$ cat config.mk
export PLATFORM = sky130hd
export DESIGN_NAME = music_sequence_command_decoder_core_flat
export DESIGN_NICKNAME = d
export VERILOG_FILES = /design/src/sv/mscd_pkg.sv /design/src/sv/mscd_in_if.sv /design/src/sv/mscd_out_if.sv /design/src/sv/mscd_gather.sv /design/src/sv/mscd_decode.sv /design/src/sv/music_sequence_command_decoder_core.sv /design/src/flat_wrapper.sv
export SDC_FILE = /design/constraint.sdc
export NUM_CORES = 1
export LEC_CHECK = 0
export ABC_AREA = 1
export BUFFER_PORTS_ARGS = -buffer_cell sky130_fd_sc_hd__buf_4
export CAP_MARGIN = 5
export CORE_ASPECT_RATIO = 0.5
export CORE_MARGIN = 2
export CORE_UTILIZATION = 35
export DETAILED_ROUTE_END_ITERATION = 12
export HOLD_SLACK_MARGIN = 0.03
export PLACE_DENSITY = 0.65
export SYNTH_ARGS = -nofsm -noshare
export SYNTH_HDL_FRONTEND = slang
export SYNTH_SLANG_ARGS = --single-unit
$ cat constraint.sdc
create_clock -name clk -period 4.1 [get_ports clk]
set_clock_uncertainty 0.2 [all_clocks]
set_input_delay 0.615 -clock clk [delete_from_list [all_inputs] [get_ports clk]]
set_output_delay 0.615 -clock clk [all_outputs]
set_load 0.05 [all_outputs]
$ cat src/sv/mscd_pkg.sv
// mscd_pkg: shared types, kind codes and opcode table lookup for the
// sequence command decoder. No dependencies; used by every other file.
package mscd_pkg;

  localparam int unsigned BYTE_W = 8;
  localparam int unsigned KIND_W = 6;
  localparam int unsigned LEN_W  = 3;
  localparam int unsigned WORD_W = 16;
  localparam int unsigned NIB_W  = 4;
  localparam int unsigned CHAN_W = 2;

  localparam logic [CHAN_W-1:0] DRUM_CHAN = 2'd3;

  // opcode range boundaries
  localparam logic [BYTE_W-1:0] OP_LATE_NOTE_LO  = 8'h10;
  localparam logic [BYTE_W-1:0] OP_REST_LO       = 8'hC0;
  localparam logic [BYTE_W-1:0] OP_SPEED_LO      = 8'hD0;
  localparam logic [BYTE_W-1:0] OP_CMD_LO        = 8'hE0;
  localparam logic [BYTE_W-1:0] OP_EARLY_OCT_HI  = 8'hE7;
  localparam logic [BYTE_W-1:0] OP_LATE_OCT_HI   = 8'hD7;
  localparam logic [BYTE_W-1:0] OP_LATE_GRP_LO   = 8'hF1;
  localparam logic [BYTE_W-1:0] OP_LATE_GRP_HI   = 8'hF9;

  // command lengths
  localparam logic [LEN_W-1:0] LEN1 = 3'd1;
  localparam logic [LEN_W-1:0] LEN2 = 3'd2;
  localparam logic [LEN_W-1:0] LEN3 = 3'd3;
  localparam logic [LEN_W-1:0] LEN4 = 3'd4;

  // command kind codes
  localparam logic [KIND_W-1:0] K_NOTE             = 6'd0;
  localparam logic [KIND_W-1:0] K_DRUM_NOTE        = 6'd1;
  localparam logic [KIND_W-1:0] K_REST             = 6'd2;
  localparam logic [KIND_W-1:0] K_NOTE_TYPE        = 6'd3;
  localparam logic [KIND_W-1:0] K_DRUM_SPEED       = 6'd4;
  localparam logic [KIND_W-1:0] K_OCTAVE           = 6'd5;
  localparam logic [KIND_W-1:0] K_PERFECT_PITCH    = 6'd6;
  localparam logic [KIND_W-1:0] K_INVALID_E9       = 6'd7;
  localparam logic [KIND_W-1:0] K_VIBRATO          = 6'd8;
  localparam logic [KIND_W-1:0] K_PITCH_SLIDE      = 6'd9;
  localparam logic [KIND_W-1:0] K_DUTY             = 6'd10;
  localparam logic [KIND_W-1:0] K_TEMPO            = 6'd11;
  localparam logic [KIND_W-1:0] K_PAN_EARLY        = 6'd12;
  localparam logic [KIND_W-1:0] K_CMD_EF           = 6'd13;
  localparam logic [KIND_W-1:0] K_MASTER_VOL       = 6'd14;
  localparam logic [KIND_W-1:0] K_SILENT_DRUM      = 6'd15;
  localparam logic [KIND_W-1:0] K_SFX_MUSIC        = 6'd16;
  localparam logic [KIND_W-1:0] K_DUTY_PATTERN     = 6'd17;
  localparam logic [KIND_W-1:0] K_CALL             = 6'd18;
  localparam logic [KIND_W-1:0] K_LOOP_FOREVER     = 6'd19;
  localparam logic [KIND_W-1:0] K_LOOP_COUNT       = 6'd20;
  localparam logic [KIND_W-1:0] K_END              = 6'd21;
  localparam logic [KIND_W-1:0] K_UNKNOWN          = 6'd22;
  localparam logic [KIND_W-1:0] K_DRUM_SPEED_INSTR = 6'd23;
  localparam logic [KIND_W-1:0] K_TRANSPOSE        = 6'd24;
  localparam logic [KIND_W-1:0] K_VOL_ENV          = 6'd25;
  localparam logic [KIND_W-1:0] K_PITCH_SWEEP      = 6'd26;
  localparam logic [KIND_W-1:0] K_CMD_E2           = 6'd27;
  localparam logic [KIND_W-1:0] K_NOISE            = 6'd28;
  localparam logic [KIND_W-1:0] K_STEREO_PAN       = 6'd29;
  localparam logic [KIND_W-1:0] K_PITCH_OFFSET     = 6'd30;
  localparam logic [KIND_W-1:0] K_CMD_E7           = 6'd31;
  localparam logic [KIND_W-1:0] K_CMD_E8           = 6'd32;
  localparam logic [KIND_W-1:0] K_REL_TEMPO        = 6'd33;
  localparam logic [KIND_W-1:0] K_RESTART          = 6'd34;
  localparam logic [KIND_W-1:0] K_NEW_SONG         = 6'd35;
  localparam logic [KIND_W-1:0] K_PRIO_ON          = 6'd36;
  localparam logic [KIND_W-1:0] K_PRIO_OFF         = 6'd37;
  localparam logic [KIND_W-1:0] K_CMD_EE           = 6'd38;
  localparam logic [KIND_W-1:0] K_PAN_LATE         = 6'd39;
  localparam logic [KIND_W-1:0] K_TOGGLE_NOISE     = 6'd40;
  localparam logic [KIND_W-1:0] K_CMD_F1_F9        = 6'd41;
  localparam logic [KIND_W-1:0] K_SET_COND         = 6'd42;
  localparam logic [KIND_W-1:0] K_COND_JUMP        = 6'd43;
  localparam logic [KIND_W-1:0] K_JUMP             = 6'd44;

  // how the nibble and word fields are drawn from the command bytes
  typedef enum logic [3:0] {
    FLD_NONE     = 4'd0,
    FLD_OPNIB    = 4'd1,
    FLD_OPLOW    = 4'd2,
    FLD_DRUMNOTE = 4'd3,
    FLD_P1NIB    = 4'd4,
    FLD_P2NIB    = 4'd5,
    FLD_BE12     = 4'd6,
    FLD_LE12     = 4'd7,
    FLD_LE23     = 4'd8
  } fld_mode_t;

  typedef struct packed {
    logic [KIND_W-1:0] kind;
    logic [LEN_W-1:0]  len;
    fld_mode_t         mode;
  } cmd_class_t;

  // gathered command, bytes past the length are zero
  typedef struct packed {
    logic [BYTE_W-1:0] b0;
    logic [BYTE_W-1:0] b1;
    logic [BYTE_W-1:0] b2;
    logic [BYTE_W-1:0] b3;
    logic [LEN_W-1:0]  n;
    logic              drum;
  } cmd_rec_t;

  function automatic cmd_class_t mk(logic [KIND_W-1:0] k, logic [LEN_W-1:0] l,
                                    fld_mode_t m);
    cmd_class_t c;
    c.kind = k;
    c.len  = l;
    c.mode = m;
    return c;
  endfunction

  function automatic cmd_class_t classify_early(logic [BYTE_W-1:0] op, logic drum);
    cmd_class_t c;
    if (op < OP_REST_LO) begin
      c = drum ? mk(K_DRUM_NOTE, LEN2, FLD_DRUMNOTE) : mk(K_NOTE, LEN1, FLD_OPNIB);
    end else if (op < OP_SPEED_LO) begin
      c = mk(K_REST, LEN1, FLD_OPLOW);
    end else if (op < OP_CMD_LO) begin
      c = drum ? mk(K_DRUM_SPEED, LEN1, FLD_OPLOW) : mk(K_NOTE_TYPE, LEN2, FLD_P1NIB);
    end else if (op <= OP_EARLY_OCT_HI) begin
      c = mk(K_OCTAVE, LEN1, FLD_OPLOW);
    end else begin
      case (op)
        8'hE8:   c = mk(K_PERFECT_PITCH, LEN1, FLD_NONE);
        8'hE9:   c = mk(K_INVALID_E9, LEN1, FLD_NONE);
        8'hEA:   c = mk(K_VIBRATO, LEN3, FLD_P2NIB);
        8'hEB:   c = mk(K_PITCH_SLIDE, LEN3, FLD_P2NIB);
        8'hEC:   c = mk(K_DUTY, LEN2, FLD_NONE);
        8'hED:   c = mk(K_TEMPO, LEN3, FLD_BE12);
        8'hEE:   c = mk(K_PAN_EARLY, LEN2, FLD_NONE);
        8'hEF:   c = mk(K_CMD_EF, LEN1, FLD_NONE);
        8'hF0:   c = mk(K_MASTER_VOL, LEN2, FLD_P1NIB);
        8'hF1:   c = mk(K_SILENT_DRUM, LEN1, FLD_NONE);
        8'hF8:   c = mk(K_SFX_MUSIC, LEN1, FLD_NONE);
        8'hFC:   c = mk(K_DUTY_PATTERN, LEN2, FLD_NONE);
        8'hFD:   c = mk(K_CALL, LEN3, FLD_LE12);
        8'hFE:   c = mk(K_LOOP_COUNT, LEN4, FLD_LE23);
        8'hFF:   c = mk(K_END, LEN1, FLD_NONE);
        default: c = mk(K_UNKNOWN, LEN1, FLD_NONE);
      endcase
    end
    return c;
  endfunction

  function automatic cmd_class_t classify_late(logic [BYTE_W-1:0] op, logic drum);
    cmd_class_t c;
    if (op < OP_LATE_NOTE_LO) begin
      c = mk(K_REST, LEN1, FLD_OPLOW);
    end else if (op < OP_SPEED_LO) begin
      c = mk(K_NOTE, LEN1, FLD_OPNIB);
    end else if (op < OP_CMD_LO && drum) begin
      c = mk(K_DRUM_SPEED_INSTR, LEN2, FLD_OPLOW);
    end else if (op <= OP_LATE_OCT_HI) begin
      c = mk(K_OCTAVE, LEN1, FLD_OPLOW);
    end else if (op >= OP_LATE_GRP_LO && op <= OP_LATE_GRP_HI) begin
      c = mk(K_CMD_F1_F9, LEN1, FLD_NONE);
    end else begin
      case (op)
        8'hD8:   c = mk(K_NOTE_TYPE, LEN3, FLD_P2NIB);
        8'hD9:   c = mk(K_TRANSPOSE, LEN2, FLD_P1NIB);
        8'hDA:   c = mk(K_TEMPO, LEN3, FLD_BE12);
        8'hDB:   c = mk(K_DUTY, LEN2, FLD_NONE);
        8'hDC:   c = mk(K_VOL_ENV, LEN2, FLD_P1NIB);
        8'hDD:   c = mk(K_PITCH_SWEEP, LEN2, FLD_NONE);
        8'hDE:   c = mk(K_DUTY_PATTERN, LEN2, FLD_NONE);
        8'hDF:   c = mk(K_SFX_MUSIC, LEN1, FLD_NONE);
        8'hE0:   c = mk(K_PITCH_SLIDE, LEN3, FLD_P2NIB);
        8'hE1:   c = mk(K_VIBRATO, LEN3, FLD_P2NIB);
        8'hE2:   c = mk(K_CMD_E2, LEN2, FLD_NONE);
        8'hE3:   c = mk(K_NOISE, LEN2, FLD_NONE);
        8'hE4:   c = mk(K_STEREO_PAN, LEN2, FLD_P1NIB);
        8'hE5:   c = mk(K_MASTER_VOL, LEN2, FLD_P1NIB);
        8'hE6:   c = mk(K_PITCH_OFFSET, LEN3, FLD_BE12);
        8'hE7:   c = mk(K_CMD_E7, LEN2, FLD_NONE);
        8'hE8:   c = mk(K_CMD_E8, LEN2, FLD_NONE);
        8'hE9:   c = mk(K_REL_TEMPO, LEN2, FLD_NONE);
        8'hEA:   c = mk(K_RESTART, LEN3, FLD_LE12);
        8'hEB:   c = mk(K_NEW_SONG, LEN3, FLD_LE12);
        8'hEC:   c = mk(K_PRIO_ON, LEN1, FLD_NONE);
        8'hED:   c = mk(K_PRIO_OFF, LEN1, FLD_NONE);
        8'hEE:   c = mk(K_CMD_EE, LEN3, FLD_LE12);
        8'hEF:   c = mk(K_PAN_LATE, LEN2, FLD_P1NIB);
        8'hF0:   c = mk(K_TOGGLE_NOISE, LEN1, FLD_NONE);
        8'hFA:   c = mk(K_SET_COND, LEN2, FLD_NONE);
        8'hFB:   c = mk(K_COND_JUMP, LEN4, FLD_LE23);
        8'hFC:   c = mk(K_JUMP, LEN3, FLD_LE12);
        8'hFD:   c = mk(K_LOOP_COUNT, LEN4, FLD_LE23);
        8'hFE:   c = mk(K_CALL, LEN3, FLD_LE12);
        default: c = mk(K_END, LEN1, FLD_NONE);
      endcase
    end
    return c;
  endfunction

  function automatic cmd_class_t classify(logic [BYTE_W-1:0] op, logic drum, logic fmt);
    cmd_class_t c;
    c = fmt ? classify_late(op, drum) : classify_early(op, drum);
    return c;
  endfunction

  // a counted loop with a zero count loops forever and ends the track
  function automatic logic [KIND_W-1:0] final_kind(cmd_class_t c, logic [BYTE_W-1:0] b1);
    logic [KIND_W-1:0] k;
    k = c.kind;
    if (c.kind == K_LOOP_COUNT && b1 == '0) begin
      k = K_LOOP_FOREVER;
    end
    return k;
  endfunction

endpackage

$ cat src/sv/mscd_in_if.sv
// mscd_in_if: valid/ready channel carrying one sequence byte per transaction.
// Depends on mscd_pkg for field widths.
interface mscd_in_if;
  logic                        valid;
  logic                        ready;
  logic [mscd_pkg::BYTE_W-1:0] data_byte;
  logic [mscd_pkg::CHAN_W-1:0] channel_index;
  logic                        track_start;

  modport source (output valid, data_byte, channel_index, track_start, input ready);
  modport sink   (input valid, data_byte, channel_index, track_start, output ready);
endinterface

$ cat src/sv/mscd_out_if.sv
// mscd_out_if: valid/ready channel carrying one decoded command record per
// transaction. Depends on mscd_pkg for field widths.
interface mscd_out_if;
  logic                        valid;
  logic                        ready;
  logic [mscd_pkg::KIND_W-1:0] command_kind;
  logic [mscd_pkg::BYTE_W-1:0] opcode_byte;
  logic [mscd_pkg::BYTE_W-1:0] param_byte;
  logic [mscd_pkg::NIB_W-1:0]  upper_nibble;
  logic [mscd_pkg::NIB_W-1:0]  lower_nibble;
  logic [mscd_pkg::WORD_W-1:0] word_value;
  logic [mscd_pkg::LEN_W-1:0]  command_length;
  logic                        track_end;

  modport source (output valid, command_kind, opcode_byte, param_byte, upper_nibble,
                  lower_nibble, word_value, command_length, track_end, input ready);
  modport sink   (input valid, command_kind, opcode_byte, param_byte, upper_nibble,
                  lower_nibble, word_value, command_length, track_end, output ready);
endinterface

$ cat src/sv/mscd_gather.sv
// mscd_gather: collects the bytes of one command and registers the complete
// command record. Depends on mscd_pkg (classify, cmd_rec_t).
module mscd_gather (
  input  logic                        clk,
  input  logic                        rst_n,
  input  logic                        fmt,
  input  logic                        in_valid,
  output logic                        in_ready,
  input  logic [mscd_pkg::BYTE_W-1:0] in_byte,
  input  logic [mscd_pkg::CHAN_W-1:0] in_chan,
  input  logic                        in_start,
  input  logic                        dn_ready,
  output logic                        rec_vld,
  output mscd_pkg::cmd_rec_t          rec
);
  import mscd_pkg::*;

  logic [1:0]        held_r, held_nxt;
  logic [LEN_W-1:0]  need_r, need_nxt;
  logic              done_r, done_nxt;
  logic [BYTE_W-1:0] hb_r [3];
  logic              rec_vld_r, rec_vld_nxt;
  cmd_rec_t          rec_r;

  logic       acc;
  logic [1:0] held_eff;
  logic [LEN_W-1:0] need_eff;
  logic       done_eff;
  logic       emit;
  logic       store;
  cmd_rec_t   cur;
  cmd_class_t cls;

  assign in_ready = !rec_vld_r || dn_ready;
  assign acc      = in_valid && in_ready;

  // record as it would stand if this byte completes the command
  always_comb begin
    held_eff = in_start ? 2'd0 : held_r;
    need_eff = in_start ? '0 : need_r;
    done_eff = in_start ? 1'b0 : done_r;

    cur.drum = (in_chan == DRUM_CHAN);
    cur.n    = {1'b0, held_eff} + LEN1;
    cur.b0   = (held_eff == 2'd0) ? in_byte : hb_r[0];
    cur.b1   = (held_eff == 2'd1) ? in_byte : (held_eff >= 2'd2) ? hb_r[1] : '0;
    cur.b2   = (held_eff == 2'd2) ? in_byte : (held_eff == 2'd3) ? hb_r[2] : '0;
    cur.b3   = (held_eff == 2'd3) ? in_byte : '0;

    cls = classify(cur.b0, cur.drum, fmt);

    held_nxt = held_eff;
    need_nxt = need_eff;
    done_nxt = done_eff;
    emit     = 1'b0;
    store    = 1'b0;
    if (!done_eff) begin
      if (held_eff == 2'd0) begin
        if (cls.len <= LEN1) begin
          emit = 1'b1;
        end else begin
          store    = 1'b1;
          held_nxt = 2'd1;
          need_nxt = cls.len;
        end
      end else if (({1'b0, held_eff} + LEN1) < need_eff && held_eff < 2'd3) begin
        store    = 1'b1;
        held_nxt = held_eff + 2'd1;
      end else begin
        emit     = 1'b1;
        held_nxt = 2'd0;
        need_nxt = '0;
      end
    end
    if (emit) begin
      done_nxt = (final_kind(cls, cur.b1) == K_END) ||
                 (final_kind(cls, cur.b1) == K_LOOP_FOREVER);
    end

    rec_vld_nxt = in_ready ? (acc && emit) : rec_vld_r;
  end

  always_ff @(posedge clk) begin
    if (!rst_n) begin
      held_r    <= 2'd0;
      need_r    <= '0;
      done_r    <= 1'b0;
      rec_vld_r <= 1'b0;
    end else begin
      rec_vld_r <= rec_vld_nxt;
      if (acc) begin
        held_r <= held_nxt;
        need_r <= need_nxt;
        done_r <= done_nxt;
      end
    end
  end

  always_ff @(posedge clk) begin
    if (acc && store) begin
      hb_r[held_eff] <= in_byte;
    end
    if (acc && emit) begin
      rec_r <= cur;
    end
  end

  assign rec_vld = rec_vld_r;
  assign rec     = rec_r;

endmodule

$ cat src/sv/mscd_decode.sv
// mscd_decode: turns a gathered command record into the result fields and
// holds them in the output register. Depends on mscd_pkg.
module mscd_decode (
  input  logic               clk,
  input  logic               rst_n,
  input  logic               fmt,
  input  logic               rec_vld,
  input  mscd_pkg::cmd_rec_t rec,
  output logic               dn_ready,
  mscd_out_if.source         out_ch
);
  import mscd_pkg::*;

  cmd_class_t        cls;
  logic [KIND_W-1:0] kind;
  logic [NIB_W-1:0]  up, lo;
  logic [WORD_W-1:0] word;
  logic              tend;

  logic              out_vld_r;
  logic [KIND_W-1:0] kind_r;
  logic [BYTE_W-1:0] op_r, par_r;
  logic [NIB_W-1:0]  up_r, lo_r;
  logic [WORD_W-1:0] word_r;
  logic [LEN_W-1:0]  len_r;
  logic              end_r;

  assign dn_ready = !out_vld_r || out_ch.ready;

  always_comb begin
    cls  = classify(rec.b0, rec.drum, fmt);
    up   = '0;
    lo   = '0;
    word = '0;
    case (cls.mode)
      FLD_OPNIB: begin
        up = rec.b0[7:4];
        lo = rec.b0[3:0];
      end
      FLD_OPLOW:    lo = rec.b0[3:0];
      FLD_DRUMNOTE: up = rec.b0[3:0];
      FLD_P1NIB: begin
        up = rec.b1[7:4];
        lo = rec.b1[3:0];
      end
      FLD_P2NIB: begin
        up = rec.b2[7:4];
        lo = rec.b2[3:0];
      end
      FLD_BE12: word = {rec.b1, rec.b2};
      FLD_LE12: word = {rec.b2, rec.b1};
      FLD_LE23: word = {rec.b3, rec.b2};
      default: ;
    endcase
    kind = final_kind(cls, rec.b1);
    tend = (kind == K_END) || (kind == K_LOOP_FOREVER);
  end

  always_ff @(posedge clk) begin
    if (!rst_n) begin
      out_vld_r <= 1'b0;
    end else if (dn_ready) begin
      out_vld_r <= rec_vld;
    end
  end

  always_ff @(posedge clk) begin
    if (dn_ready && rec_vld) begin
      kind_r <= kind;
      op_r   <= rec.b0;
      par_r  <= rec.b1;
      up_r   <= up;
      lo_r   <= lo;
      word_r <= word;
      len_r  <= rec.n;
      end_r  <= tend;
    end
  end

  assign out_ch.valid          = out_vld_r;
  assign out_ch.command_kind   = kind_r;
  assign out_ch.opcode_byte    = op_r;
  assign out_ch.param_byte     = par_r;
  assign out_ch.upper_nibble   = up_r;
  assign out_ch.lower_nibble   = lo_r;
  assign out_ch.word_value     = word_r;
  assign out_ch.command_length = len_r;
  assign out_ch.track_end      = end_r;

endmodule

$ cat src/sv/music_sequence_command_decoder_core.sv
// Sequence command decoder, top level.
// in_ch carries one sequence byte per transaction with its channel number
// (3 is the drum channel) and a track start flag that clears the parser
// before the byte is taken. out_ch carries one decoded record per complete
// command: kind, opcode, parameter byte, nibble pair, 16-bit word, length
// and an end flag. cfg_wr_en/cfg_wr_data set the table format (0 early,
// 1 later); write it only while no command is in flight.
// Throughput: one byte per cycle while in_ch.ready is high. The last byte of
// a command reaches out_ch through the gather register, then the output
// register; bytes that do not complete a command give no record.
// After an end command or a zero-count loop, bytes are swallowed until the
// next byte marked as track start.
// Reset clears the gather state, both valid flags and the format bit.
// When out_ch stalls the output register holds; the gather register takes
// one more record, after which in_ch.ready drops until the output is taken.
// Depends on mscd_pkg, mscd_in_if, mscd_out_if, mscd_gather, mscd_decode.
module music_sequence_command_decoder_core (
  input  logic       clk,
  input  logic       rst_n,
  input  logic       cfg_wr_en,
  input  logic       cfg_wr_data,
  mscd_in_if.sink    in_ch,
  mscd_out_if.source out_ch
);
  import mscd_pkg::*;

  logic     fmt_r;
  logic     dn_ready;
  logic     rec_vld;
  cmd_rec_t rec;

  always_ff @(posedge clk) begin
    if (!rst_n) begin
      fmt_r <= 1'b0;
    end else if (cfg_wr_en) begin
      fmt_r <= cfg_wr_data;
    end
  end

  mscd_gather u_gather (
    .clk      (clk),
    .rst_n    (rst_n),
    .fmt      (fmt_r),
    .in_valid (in_ch.valid),
    .in_ready (in_ch.ready),
    .in_byte  (in_ch.data_byte),
    .in_chan  (in_ch.channel_index),
    .in_start (in_ch.track_start),
    .dn_ready (dn_ready),
    .rec_vld  (rec_vld),
    .rec      (rec)
  );

  mscd_decode u_decode (
    .clk      (clk),
    .rst_n    (rst_n),
    .fmt      (fmt_r),
    .rec_vld  (rec_vld),
    .rec      (rec),
    .dn_ready (dn_ready),
    .out_ch   (out_ch)
  );

  // end flag only on end or endless loop records
  a_end_kind: assert property (@(posedge clk) disable iff (!rst_n)
    out_ch.valid && out_ch.track_end |->
      (out_ch.command_kind == K_END || out_ch.command_kind == K_LOOP_FOREVER))
    else $error("track_end on a non-ending command");

  a_len_range: assert property (@(posedge clk) disable iff (!rst_n)
    out_ch.valid |-> (out_ch.command_length != '0 && out_ch.command_length <= LEN4))
    else $error("command_length out of range");

  // a gathered record is never dropped while the output stage is busy
  a_rec_hold: assert property (@(posedge clk) disable iff (!rst_n)
    rec_vld && !dn_ready |=> rec_vld && $stable(rec))
    else $error("gathered record lost under stall");

  a_no_accept_blocked: assert property (@(posedge clk) disable iff (!rst_n)
    rec_vld && !dn_ready |-> !in_ch.ready)
    else $error("input accepted while both stages full");

endmodule
$ cat src/flat_wrapper.sv
// flat-port wrapper written by rule: the top's interface ports become plain ports
module music_sequence_command_decoder_core_flat import mscd_pkg::*;
  (clk, rst_n, cfg_wr_en, cfg_wr_data, in_ch_valid, in_ch_data_byte, in_ch_channel_index, in_ch_track_start, in_ch_ready, out_ch_valid, out_ch_command_kind, out_ch_opcode_byte, out_ch_param_byte, out_ch_upper_nibble, out_ch_lower_nibble, out_ch_word_value, out_ch_command_length, out_ch_track_end, out_ch_ready);
  mscd_in_if in_ch_i ();
  mscd_out_if out_ch_i ();
  input  logic clk;
  input  logic rst_n;
  input  logic cfg_wr_en;
  input  logic cfg_wr_data;
  input wire logic [$bits(in_ch_i.valid)-1:0] in_ch_valid;
  input wire logic [$bits(in_ch_i.data_byte)-1:0] in_ch_data_byte;
  input wire logic [$bits(in_ch_i.channel_index)-1:0] in_ch_channel_index;
  input wire logic [$bits(in_ch_i.track_start)-1:0] in_ch_track_start;
  output wire logic [$bits(in_ch_i.ready)-1:0] in_ch_ready;
  output wire logic [$bits(out_ch_i.valid)-1:0] out_ch_valid;
  output wire logic [$bits(out_ch_i.command_kind)-1:0] out_ch_command_kind;
  output wire logic [$bits(out_ch_i.opcode_byte)-1:0] out_ch_opcode_byte;
  output wire logic [$bits(out_ch_i.param_byte)-1:0] out_ch_param_byte;
  output wire logic [$bits(out_ch_i.upper_nibble)-1:0] out_ch_upper_nibble;
  output wire logic [$bits(out_ch_i.lower_nibble)-1:0] out_ch_lower_nibble;
  output wire logic [$bits(out_ch_i.word_value)-1:0] out_ch_word_value;
  output wire logic [$bits(out_ch_i.command_length)-1:0] out_ch_command_length;
  output wire logic [$bits(out_ch_i.track_end)-1:0] out_ch_track_end;
  input wire logic [$bits(out_ch_i.ready)-1:0] out_ch_ready;
  assign in_ch_i.valid = in_ch_valid;
  assign in_ch_i.data_byte = in_ch_data_byte;
  assign in_ch_i.channel_index = in_ch_channel_index;
  assign in_ch_i.track_start = in_ch_track_start;
  assign in_ch_ready = in_ch_i.ready;
  assign out_ch_valid = out_ch_i.valid;
  assign out_ch_command_kind = out_ch_i.command_kind;
  assign out_ch_opcode_byte = out_ch_i.opcode_byte;
  assign out_ch_param_byte = out_ch_i.param_byte;
  assign out_ch_upper_nibble = out_ch_i.upper_nibble;
  assign out_ch_lower_nibble = out_ch_i.lower_nibble;
  assign out_ch_word_value = out_ch_i.word_value;
  assign out_ch_command_length = out_ch_i.command_length;
  assign out_ch_track_end = out_ch_i.track_end;
  assign out_ch_i.ready = out_ch_ready;
  music_sequence_command_decoder_core u_core (.clk(clk), .rst_n(rst_n), .cfg_wr_en(cfg_wr_en), .cfg_wr_data(cfg_wr_data), .in_ch(in_ch_i), .out_ch(out_ch_i));
endmodule
==> results.sh, run 1 <==
export IMPL_hold_end="u_core.u_decode.out_ch.command_length[0]"
export IMPL_cts_hold_buffers_added=0
export IMPL_insertedDiodeCount=0
export IMPL_critPathSlowestCell="sky130_fd_sc_hd__ha_1"
export IMPL_synth_enable_flop_cells=110
export IMPL_cts_sink_count=119
export IMPL_ff_to_ff_path_depth=23
export IMPL_tritoncts_num_buffers=17
export IMPL_min_delay_path_class="register to register"
export IMPL_critical_path_buf_inv_count=5
export IMPL_grt_antenna_before_repair=0
export IMPL_final_max_slew_viol_count=0
export IMPL_worst_setup_path_start_kind="input pin"
export IMPL_finalWeightedCongestion=0.987
export IMPL_detail_route_drc_violations=0
export IMPL_global_route_wire_length_before_repair_mm=33.1
export IMPL_htreeDepth=4
export IMPL_worst_ep_required_time_ns=4.02
export IMPL_ordered_cell_list_for_the_critical_path="buf_4, inv_1, nand2_1, ha_1, inv_2, buf_4, nand2_1, nand2_2, nand2_2, nor2_1, nand2_1, nand2_1, nor2_1, nand4_1, nand2_1, nand2_1, nand2_1, nand3_2, nand2_2, nand2_1, nand2_1, nor2_1, buf_4"
export IMPL_buffer_ports_inserted=68
export IMPL_synth_main_ff_cell="sky130_fd_sc_hd__edfxtp_1"
export IMPL_ys_top_cells_by_count="sky130_fd_sc_hd__nand2_1 (273), sky130_fd_sc_hd__edfxtp_1 (110), sky130_fd_sc_hd__inv_1 (99), sky130_fd_sc_hd__nor2_1 (92), sky130_fd_sc_hd__nand3_1 (69)"
export IMPL_cp_slowest_stage_delay_ns=0.23
export IMPL_routed_via_density=5.18
export IMPL_cellLeakagePower_nw=3.83
export IMPL_endpoint_kind="register"
export IMPL_synth_fp_nets=903
export IMPL_post_layout_total_power_mw=3.64
export IMPL_postSynthRegisterBits=119
export IMPL_setup_total_negative_slack_ns=0
export IMPL_asyncSetResetFlopFracSynth=0
export IMPL_timing_final_setup_violations=0
export IMPL_hold_violations=0
export IMPL_yosysMostFrequentCell="sky130_fd_sc_hd__nand2_1"
export IMPL_post_synth_top_area_fraction=0.466
export IMPL_path_delay_family="simple AND/OR/NAND/NOR gates"
export IMPL_floorplan_io_pins=69
export IMPL_vias=6478
export IMPL_vdd_ir_drop_worst_mv=0.269
export IMPL_die_height_um=105
export IMPL_dieArea_sq_mm=0.0215
export IMPL_synthesized_area_per_cell_sq_um=8.05
export IMPL_worst_endpoint_arrival_ns=3.27
export IMPL_synth_lib_cells_used_distinct=43
export IMPL_flop2flop_setup_slack_ns=0.78
export IMPL_cp_max_fo=8
export IMPL_timing_worst_setup_path_type="input pin to register"
export IMPL_max_cap_violations=0
export IMPL_flow_area_growth_from_synthesis_pct=20.9
export IMPL_root_buffer_selected_by_cts="sky130_fd_sc_hd__clkbuf_16"
export IMPL_synth_sequential_area_ratio=0.492
export IMPL_rsz0062_at_grt="no"
export IMPL_dr_pass1_iters=5
export IMPL_post_dp_hpwl_mm=15.7
export IMPL_drt_wirelength_per_cell_um=16.6
export IMPL_fillers=1913
export IMPL_synth_largest_area_cell="sky130_fd_sc_hd__edfxtp_1"
export IMPL_outcome="completed"
export IMPL_synth_warning_count=0
export IMPL_cts_clk_slew_worst_paths_ns=0.05
export IMPL_groute_usage_overall=0.199
export IMPL_worst_skew_pair_late_latency_ns=0.42
export IMPL_crit_top_cell="sky130_fd_sc_hd__nand2_1"
export IMPL_power_per_cell_area_mw_per_mm2=425
export IMPL_synthTopCellsByArea="sky130_fd_sc_hd__edfxtp_1 (47%), sky130_fd_sc_hd__nand2_1 (14%), sky130_fd_sc_hd__inv_1 (5.2%), sky130_fd_sc_hd__nand3_1 (4.9%), sky130_fd_sc_hd__nor2_1 (4.9%)"
export IMPL_row_count=36
export IMPL_start_util=0.361
export IMPL_slew_headroom=0.537
export IMPL_timing_fmax_ghz=0.298
export IMPL_timing_hold_worst_start="u_core.u_gather.rec[1]"
export IMPL_regToRegEndpoint="u_core.u_gather.hb_r[1][2]"
export IMPL_final_net_count=994
export IMPL_maximum_number_of_pins_on_one_net_before_global_route_repair=51
export IMPL_drive_above_1_share=0.190
export IMPL_grt_pass1_vias=6085
export IMPL_netlist_area_sq_mm=0.00709
export IMPL_holdPathStages=0
export IMPL_grt_overflow_total=0
export IMPL_tightestPinTransition_ns=0.694
export IMPL_detail_route_iter0_violations=628
export IMPL_post_cts_setup_buffer_count=0
export IMPL_core_area_sq_mm=0.0196
export IMPL_period_minus_slack_ns=3.36
export IMPL_cts_repair_resize_count=0
export IMPL_drt_total_wl_mm=20.8
export IMPL_dieWidth_um=205
export IMPL_clock_tree_buffer_depth=2
export IMPL_number_of_nets_with_antenna_violations_after_routing=0
export IMPL_final_min_period_over_clock_period=0.819
export IMPL_cts_tree="yes"
export IMPL_synth_cells=880
export IMPL_timing_rr_start="u_core.u_gather.held_r[1]"
==> metrics by stage <==
| step | cell area (sq um) | util | worst slack, ns | hold slack (ns) | cells |
|---|---|---|---|---|---|
| 6_report | 8570 | 0.436 | 0.744 | 0.218 | 1250 |
| 3_3_place_gp | 7990 | 0.407 | 0.404 | 0.206 | 1218 |
| 5_1_grt | 8570 | 0.436 | 0.407 | 0.223 | 1250 |
| 4_1_cts | 8570 | 0.436 | 0.786 | 0.219 | 1250 |
| 2_1_floorplan | 7090 | - | 0.0948 | 0.200 | 880 |
| 3_5_place_dp | 7990 | 0.407 | 0.361 | 0.208 | 1218 |
==> cell usage in the layout, fill, tap and decap left out, types with 9 or more instances in the layout <==
cell type                   instances
sky130_fd_sc_hd__nor3_1            16
sky130_fd_sc_hd__o21ai_0           39
sky130_fd_sc_hd__nand3_1           69
sky130_fd_sc_hd__nand2_2           22
sky130_fd_sc_hd__inv_2              9
sky130_fd_sc_hd__nand2_1          273
sky130_fd_sc_hd__nand4_1           16
sky130_fd_sc_hd__a21oi_1           22
sky130_fd_sc_hd__buf_4             90
sky130_fd_sc_hd__nor2_2            11
sky130_fd_sc_hd__inv_1             99
sky130_fd_sc_hd__dfxtp_1            9
sky130_fd_sc_hd__nor2_1            92
sky130_fd_sc_hd__edfxtp_1         110
sky130_fd_sc_hd__clkbuf_16         17
==> sequential cells by signal, summed over array words and instances (netlist names) <==
signal                                 count
u_core.u_decode.out_ch.track_end           1
u_core.fmt_r                               1
u_core.u_decode.out_ch.word_value         16
u_core.u_decode.out_ch.command_kind        6
u_core.u_gather.need_r                     3
u_core.u_decode.out_ch.upper_nibble        4
u_core.u_gather.held_r                     2
u_core.u_decode.out_ch.opcode_byte         8
u_core.u_gather.rec                       36
u_core.u_decode.out_ch.param_byte          8
u_core.u_decode.out_ch.lower_nibble        4
u_core.u_gather.hb_r                      24
u_core.u_gather.rec_vld                    1
u_core.u_decode.out_ch.command_length      3
u_core.u_decode.out_ch.valid               1
u_core.u_gather.done_r                     1
==> layout make-up <==
| cell class | count | area (sq um) | share of cell area |
|---|---|---|---|
| flip-flops and latches | 119 | 3480 | 0.407 |
| clock buffers | 22 | 444 | 0.0519 |
| clock inverters | 10 | 129 | 0.0150 |
| inverters | 108 | 405 | 0.0473 |
| well taps | 266 | 333 | 0.0389 |
| repair buffers | 91 | 696 | 0.0812 |
| multi-input cells | 634 | 3080 | 0.359 |
==> power by group <==
part	switching [mW]	internal [mW]	leakage (nW)
registers	0.0696	1.44	1.12
logic	0.492	0.188	2.43
clock network	0.505	0.947	0.275
total	1.07	2.57	3.83
==> worst max-delay path by stage <==
| stage | from | end | slack [ns] | depth (start not counted) |
|---|---|---|---|---|
| after floorplan | in_ch_track_start | u_core.u_gather.rec[0] | 0.09 | 19 |
| after global placement | in_ch_track_start | u_core.u_gather.done_r | 0.40 | 24 |
| final | in_ch_track_start | u_core.u_gather.hb_r[1][2] | 0.74 | 23 |
| after detailed placement | in_ch_track_start | u_core.u_gather.hb_r[1][4] | 0.36 | 22 |
| after CTS | in_ch_track_start | u_core.u_gather.hb_r[1][2] | 0.79 | 23 |
| after global routing | in_ch_track_start | u_core.u_gather.hb_r[2][4] | 0.41 | 23 |
==> routing by layer <==
metal  GRT usage  vias up  part of all wire
li1            -     3122                 -
met4      0.0570        0             0.016
met3      0.0393       32             0.080
met1       0.289     3014              0.47
met5           0        -                 0
met2       0.300      310              0.43
==> kinds of logic after synthesis <==
family | share of synthesized area
compound gates | 0.0795
buf+inv | 0.0759
fa+ha+maj | 0.0106
flops | 0.492
simple gates | 0.342
Power figures use the tool's default switching activity.
==> run 2, diff against run 1 <==
--- a/config.mk
+++ b/config.mk
@@ -13,7 +13,7 @@
 export CORE_UTILIZATION = 35
 export DETAILED_ROUTE_END_ITERATION = 12
 export HOLD_SLACK_MARGIN = 0.03
-export PLACE_DENSITY = 0.65
+export PLACE_DENSITY = 0.63
 export SYNTH_ARGS = -nofsm -noshare
 export SYNTH_HDL_FRONTEND = slang
 export SYNTH_SLANG_ARGS = --single-unit
==> constraint.sdc (replaced) <==
create_clock -name clk -period 3.23 [get_ports clk]
set_clock_uncertainty 0.2 [all_clocks]
set_input_delay 0.4845 -clock clk [delete_from_list [all_inputs] [get_ports clk]]
set_output_delay 0.4845 -clock clk [all_outputs]
set_load 0.05 [all_outputs]
==> run 2 against run 1 <==
Via count is 5.0% higher. Sequential share of layout area decreased by 4.1 points. Register-to-register slack got worse by 0.64 ns. Sequential power grew 25%. Critical path depth fell by 3. First-iteration DRC count increased by 2.5%.
==> results.sh, run 2 (synthesis results as in run 1) <==
export IMPL_fin_hold_ws_ns=0.109
export IMPL_power_per_cell_area_mw_per_mm2=526
export IMPL_groute_usage_overall=0.212
export IMPL_tritoncts_num_buffers=17
export IMPL_cp_slowest_stage_delay_ns=0.33
export IMPL_floorplan_io_pins=69
export IMPL_tightestPinTransition_ns=0.718
export IMPL_hold_violations=0
export IMPL_slew_headroom=0.521
export IMPL_row_count=36
export IMPL_cts_sink_count=119
export IMPL_layout_cells_most_common="sky130_fd_sc_hd__nand2_1"
export IMPL_post_dp_cell_area_sq_mm=0.00867
export IMPL_number_of_nets_with_antenna_violations_after_routing=0
export IMPL_power_frac_clock=0.410
export IMPL_max_cap_violations=0
export IMPL_drt_wirelength_per_cell_um=17.0
export IMPL_largest_register_ffs=36
export IMPL_detail_route_drc_violations=0
export IMPL_timing_final_setup_violations=0
export IMPL_groute_layer_met2_usage=0.308
export IMPL_grt_pass1_vias=6512
export IMPL_gr_usage_met3=0.0483
export IMPL_maximum_number_of_pins_on_one_net_before_global_route_repair=51
export IMPL_use_met1=0.312
export IMPL_endpoint_kind="register"
export IMPL_postLayoutSetupSlackWorst_ns=0.140
export IMPL_vias=6805
export IMPL_worst_skew_pair_late_latency_ns=0.41
export IMPL_post_dp_hpwl_mm=17.2
export IMPL_drive_above_1_share=0.288
export IMPL_critPathSlowestCell="sky130_fd_sc_hd__dfxtp_1"
export IMPL_final_max_slew_viol_count=0
export IMPL_dieArea_sq_mm=0.0215
export IMPL_sw_pwr_mw=1.49
export IMPL_worst_ep_required_time_ns=3.20
export IMPL_switching_share=0.298
export IMPL_finalWeightedCongestion=0.999
export IMPL_insertedDiodeCount=0
export IMPL_dr_pass1_iters=5
export IMPL_dieWidth_um=205
export IMPL_min_delay_path_class="input pin to register"
export IMPL_cellLeakagePower_nw=4.34
export IMPL_final_min_period_over_clock_period=0.957
export IMPL_worst_endpoint_arrival_ns=3.06
export IMPL_cts_tree="yes"
export IMPL_top_usage_layer="met1"
export IMPL_power_report_internal_total_mw=3.52
export IMPL_core_area_sq_mm=0.0196
export IMPL_fin_area_sq_mm=0.00953
export IMPL_final_net_count=1082
export IMPL_grt_overflow_total=0
export IMPL_period_minus_slack_ns=3.09
export IMPL_buffer_ports_inserted=68
export IMPL_sequentialPowerShare=0.378
export IMPL_outcome="completed"
export IMPL_global_route_wire_length_before_repair_mm=34.9
export IMPL_cts_hold_buffers_added=0
export IMPL_start_util=0.361
export IMPL_detail_route_iter0_violations=644
export IMPL_vdd_ir_drop_worst_mv=0.404
export IMPL_power_frac_comb=0.212
export IMPL_cp_max_fo=14
export IMPL_flow_area_growth_from_synthesis_pct=34.5
export IMPL_worst_setup_path_start_kind="register"
export IMPL_grt_antenna_before_repair=0
export IMPL_dpl_worst_slack_ns=-0.128
export IMPL_htreeDepth=4
export IMPL_ordered_cell_list_for_the_critical_path="inv_1, nor2_4, inv_4, ha_4, inv_8, nand2_1, nand2_2, nand2_4, nor2_4, buf_4, nand3_2, o21ai_4, nor3_2, nand3_1, nand2_2, nand3_4, nand2_4, nand3_4, clkinvlp_4, clkbuf_16"
export IMPL_drt_total_wl_mm=22.8
export IMPL_routed_via_density=5.09
export IMPL_timing_worst_setup_path_type="register to register"
export IMPL_timing_fmax_ghz=0.324
export IMPL_root_buffer_selected_by_cts="sky130_fd_sc_hd__clkbuf_16"
export IMPL_cts_clk_slew_worst_paths_ns=0.06
export IMPL_layout_cells_most_common_list="sky130_fd_sc_hd__nand2_1 (258), sky130_fd_sc_hd__buf_4 (169), sky130_fd_sc_hd__edfxtp_1 (110)"
export IMPL_clock_tree_buffer_depth=2
export IMPL_die_height_um=105
## run 2: cell count changes in the layout (fill, tap and decap cells not counted), sizes merged
cell      change
buf          +85
bufinv        +1
clkbuf        -1
clkinv        -1
clkinvlp      +1
inv           +2
nor2          +1
## run 2: stage by stage
stage / setup TNS, ns / power, mW / instances / utilization
floorplan: -1.60 / 2.53 / 880 / -
global placement: -4.59 / 2.91 / 1297 / 0.441
detailed placement: -6.17 / 2.91 / 1297 / 0.441
CTS: 0 / 4.96 / 1329 / 0.474
global route: -0.367 / 5.21 / 1338 / 0.485
finish: 0 / 5.01 / 1338 / 0.485
## run 2: power by group through the flow
stage | Combinational, mW | Clock [mW] | Sequential (mW)
after floorplan | 0.485 | 0 | 2.04
after global placement | 0.987 | 0 | 1.92
after detailed placement | 0.985 | 0 | 1.92
after CTS | 0.992 | 2.08 | 1.89
after global routing | 1.15 | 2.16 | 1.90
final | 1.06 | 2.05 | 1.89
## run 2: cell type report
| class | instances | area (sq um) |
|---|---|---|
| clock inverters | 13 | 193 |
| well taps | 266 | 333 |
| fillers | 1899 | 10100 |
| clock buffers | 19 | 453 |
| flip-flops and latches | 119 | 3480 |
| multi-input cells | 635 | 3240 |
| inverters | 108 | 419 |
| repair buffers | 178 | 1410 |
## run 2: worst paths after layout
kind                              from                                       end  slack, ns  cells past startpoint
max reg2reg  u_core.u_gather.held_r[1]                    u_core.u_gather.rec[3]       0.14                     20
min                        cfg_wr_data                              u_core.fmt_r       0.11                      3
max          u_core.u_gather.held_r[1]                    u_core.u_gather.rec[3]       0.14                     20
min reg2reg     u_core.u_gather.rec[3]  u_core.u_decode.out_ch.command_length[2]       0.23                      0
## run 2: worst max-delay path: cells and delay by family, from the launching register on
family	cells	cell delay, ns
simple gates	12	1.12
buf+inv	6	0.90
flops	1	0.33
fa+ha+maj	1	0.19
compound gates	1	0.10
## run 2: routing by layer
| metal | part of all wire | wire length, um | vias up |
|---|---|---|---|
| met2 | 0.43 | 9720 | 267 |
| met1 | 0.48 | 10900 | 3195 |
| met3 | 0.076 | 1720 | 39 |
| met4 | 0.017 | 384 | 0 |
| met5 | 0 | 0 | - |
| li1 | - | - | 3304 |
## run 2: timing repair
item	in CTS	in global routing
resized for setup	0	25
setup buffers	0	2
hold endpoints to repair	0	0
setup endpoints to repair	0	61
==> run 3, diff against run 2 <==
==> constraint.sdc (replaced) <==
create_clock -name clk -period 3.23 [get_ports clk]
set_clock_uncertainty 0.2 [all_clocks]
set_input_delay 0.1615 -clock clk [delete_from_list [all_inputs] [get_ports clk]]
set_output_delay 0.1615 -clock clk [all_outputs]
set_load 0.05 [all_outputs]
==> run 3 against run 2 <==
Clock power fell by 14%. Register-to-register slack got worse by 0.04 ns. Core utilization rose by 0.31 points. Die area did not move. Non-clock buffer count rose by 1. Power fell by 5.2%. Worst hold slack got worse by 0.044 ns. Sequential cell count did not move.
==> results.sh, run 3 (synthesis results as in run 1) <==
export IMPL_final_min_period_over_clock_period=0.968
export IMPL_post_dp_hpwl_mm=16.9
export IMPL_timing_fmax_ghz=0.320
export IMPL_groute_usage_overall=0.211
export IMPL_critical_path_buf_inv_count=6
export IMPL_dr_pass1_iters=5
export IMPL_cts_tree="yes"
export IMPL_setup_total_negative_slack_ns=0
export IMPL_slew_headroom=0.490
export IMPL_post_dp_cell_area_sq_mm=0.00831
export IMPL_crit_top_cell="sky130_fd_sc_hd__nand2_2"
export IMPL_flow_area_growth_from_synthesis_pct=35.3
export IMPL_path_delay_family="simple AND/OR/NAND/NOR gates"
export IMPL_core_area_sq_mm=0.0196
export IMPL_insertedDiodeCount=0
export IMPL_finalWeightedCongestion=0.959
export IMPL_detail_route_iter0_violations=662
export IMPL_outcome="completed"
export IMPL_vdd_ir_drop_worst_mv=0.309
export IMPL_routed_via_density=5.12
export IMPL_worst_endpoint_arrival_ns=3.11
export IMPL_drt_wirelength_per_cell_um=17.1
export IMPL_global_route_wire_length_before_repair_mm=34.9
export IMPL_worst_skew_pair_late_latency_ns=0.42
export IMPL_critPathSlowestCell="sky130_fd_sc_hd__dfxtp_2"
export IMPL_fin_area_sq_mm=0.00959
export IMPL_ordered_cell_list_for_the_critical_path="inv_2, nor2_4, inv_2, ha_4, buf_6, nand2_1, nand2_2, nand2_4, nor2_4, buf_6, nand3_4, o21ai_4, nor3_2, nand3_1, nand2_2, nand3_2, nand2_2, nand3_4, clkinvlp_4, clkbuf_16"
export IMPL_grt_antenna_before_repair=0
export IMPL_dieArea_sq_mm=0.0215
export IMPL_layout_cells_most_common_list="sky130_fd_sc_hd__nand2_1 (252), sky130_fd_sc_hd__buf_4 (148), sky130_fd_sc_hd__edfxtp_1 (110)"
export IMPL_die_height_um=105
export IMPL_cp_slowest_stage_delay_ns=0.32
export IMPL_cts_sink_count=119
export IMPL_hold_violations=0
export IMPL_cp_max_fo=7
export IMPL_endpoint_kind="register"
export IMPL_largest_register_ffs=36
export IMPL_start_util=0.361
export IMPL_buffer_ports_inserted=68
export IMPL_maximum_number_of_pins_on_one_net_before_global_route_repair=51
export IMPL_layout_cells_most_common="sky130_fd_sc_hd__nand2_1"
export IMPL_postLayoutSetupSlackWorst_ns=0.102
export IMPL_root_buffer_selected_by_cts="sky130_fd_sc_hd__clkbuf_16"
export IMPL_fillers=1898
export IMPL_drive_above_1_share=0.285
export IMPL_number_of_nets_with_antenna_violations_after_routing=0
export IMPL_power_per_cell_area_mw_per_mm2=496
export IMPL_dpl_worst_slack_ns=0.0361
export IMPL_period_minus_slack_ns=3.13
export IMPL_cellLeakagePower_nw=4.32
export IMPL_place_detailed_instances=1255
export IMPL_tritoncts_num_buffers=17
export IMPL_drt_total_wl_mm=22.9
export IMPL_tightestPinTransition_ns=0.762
export IMPL_dieWidth_um=205
export IMPL_worst_setup_path_start_kind="register"
export IMPL_cts_clk_slew_worst_paths_ns=0.06
export IMPL_grt_pass1_vias=6429
export IMPL_timing_final_setup_violations=0
export IMPL_post_layout_total_power_mw=4.75
export IMPL_worst_ep_required_time_ns=3.21
export IMPL_htreeDepth=4
export IMPL_vias=6853
export IMPL_post_layout_nonfiller_instances=1339
export IMPL_detail_route_drc_violations=0
export IMPL_row_count=36
export IMPL_final_max_slew_viol_count=0
export IMPL_timing_worst_setup_path_type="register to register"
export IMPL_floorplan_io_pins=69
export IMPL_max_cap_violations=0
export IMPL_min_delay_path_class="input pin to register"
export IMPL_final_net_count=1083
export IMPL_clock_tree_buffer_depth=2
export IMPL_grt_overflow_total=0
run 3: layout make-up:
class / count / area, sq um / area share
Clock inverter: 15 / 131 / 0.0137
Tap cell: 266 / 333 / 0.0347
Inverter: 108 / 417 / 0.0435
Timing Repair Buffer: 179 / 1490 / 0.156
Multi-Input combinational cell: 634 / 3300 / 0.344
Clock buffer: 17 / 425 / 0.0444
Timing Repair inverter: 1 / 6.26 / 0.000653
Sequential cell: 119 / 3480 / 0.363
run 3: path summary, 6_finish.rpt:
check	startpoint	endpoint	slack, ns	cells after the start
max	u_core.u_gather.held_r[1]	u_core.u_gather.rec[3]	0.10	20
min	in_ch_track_start	u_core.u_gather.held_r[1]	0.07	5
max reg2reg	u_core.u_gather.held_r[1]	u_core.u_gather.rec[3]	0.10	20
min reg2reg	u_core.u_gather.rec[3]	u_core.u_decode.out_ch.command_length[2]	0.23	0
run 3: power breakdown:
| group | leakage, nW | internal (mW) | switching [mW] |
|---|---|---|---|
| Sequential | 1.12 | 1.83 | 0.0761 |
| Combinational | 2.93 | 0.366 | 0.713 |
| Clock | 0.261 | 1.05 | 0.718 |
| Total | 4.32 | 3.25 | 1.51 |
run 3: metrics by stage:
stage          hold slack, ns   util
2_1_floorplan          0.0604      -
3_3_place_gp            0.203  0.423
3_5_place_dp            0.212  0.423
4_1_cts                0.0629  0.461
5_1_grt                0.0886  0.488
6_report               0.0654  0.488
run 3: worst reg2reg max path: cells and delay by family, from the launching register on:
| kind | cells | cell delay (ns) |
|---|---|---|
| adders and majority gates | 1 | 0.23 |
| DFF | 1 | 0.32 |
| and+or+nand+nor | 12 | 1.10 |
| AOI/OAI and AO/OA | 1 | 0.09 |
| buffers and inverters | 6 | 0.96 |
run 3: timing repair:
action                                  in CTS  in global routing
endpoints found under the setup margin       8                 62
hold buffers                                16                  0
endpoints found under the hold margin       49                  0
buffers inserted                             3                 26
pin swaps                                    3                 29
gates cloned                                 0                  7
resized for setup                            0                 62
run 3: per-layer routing:
layer  vias up  GRT usage  wire length [um]
met3        42     0.0443              1620
li1       3305          -                 -
met1      3216      0.305             10800
met2       290      0.313             10100
met4         0     0.0678               427
met5         -          0                 0
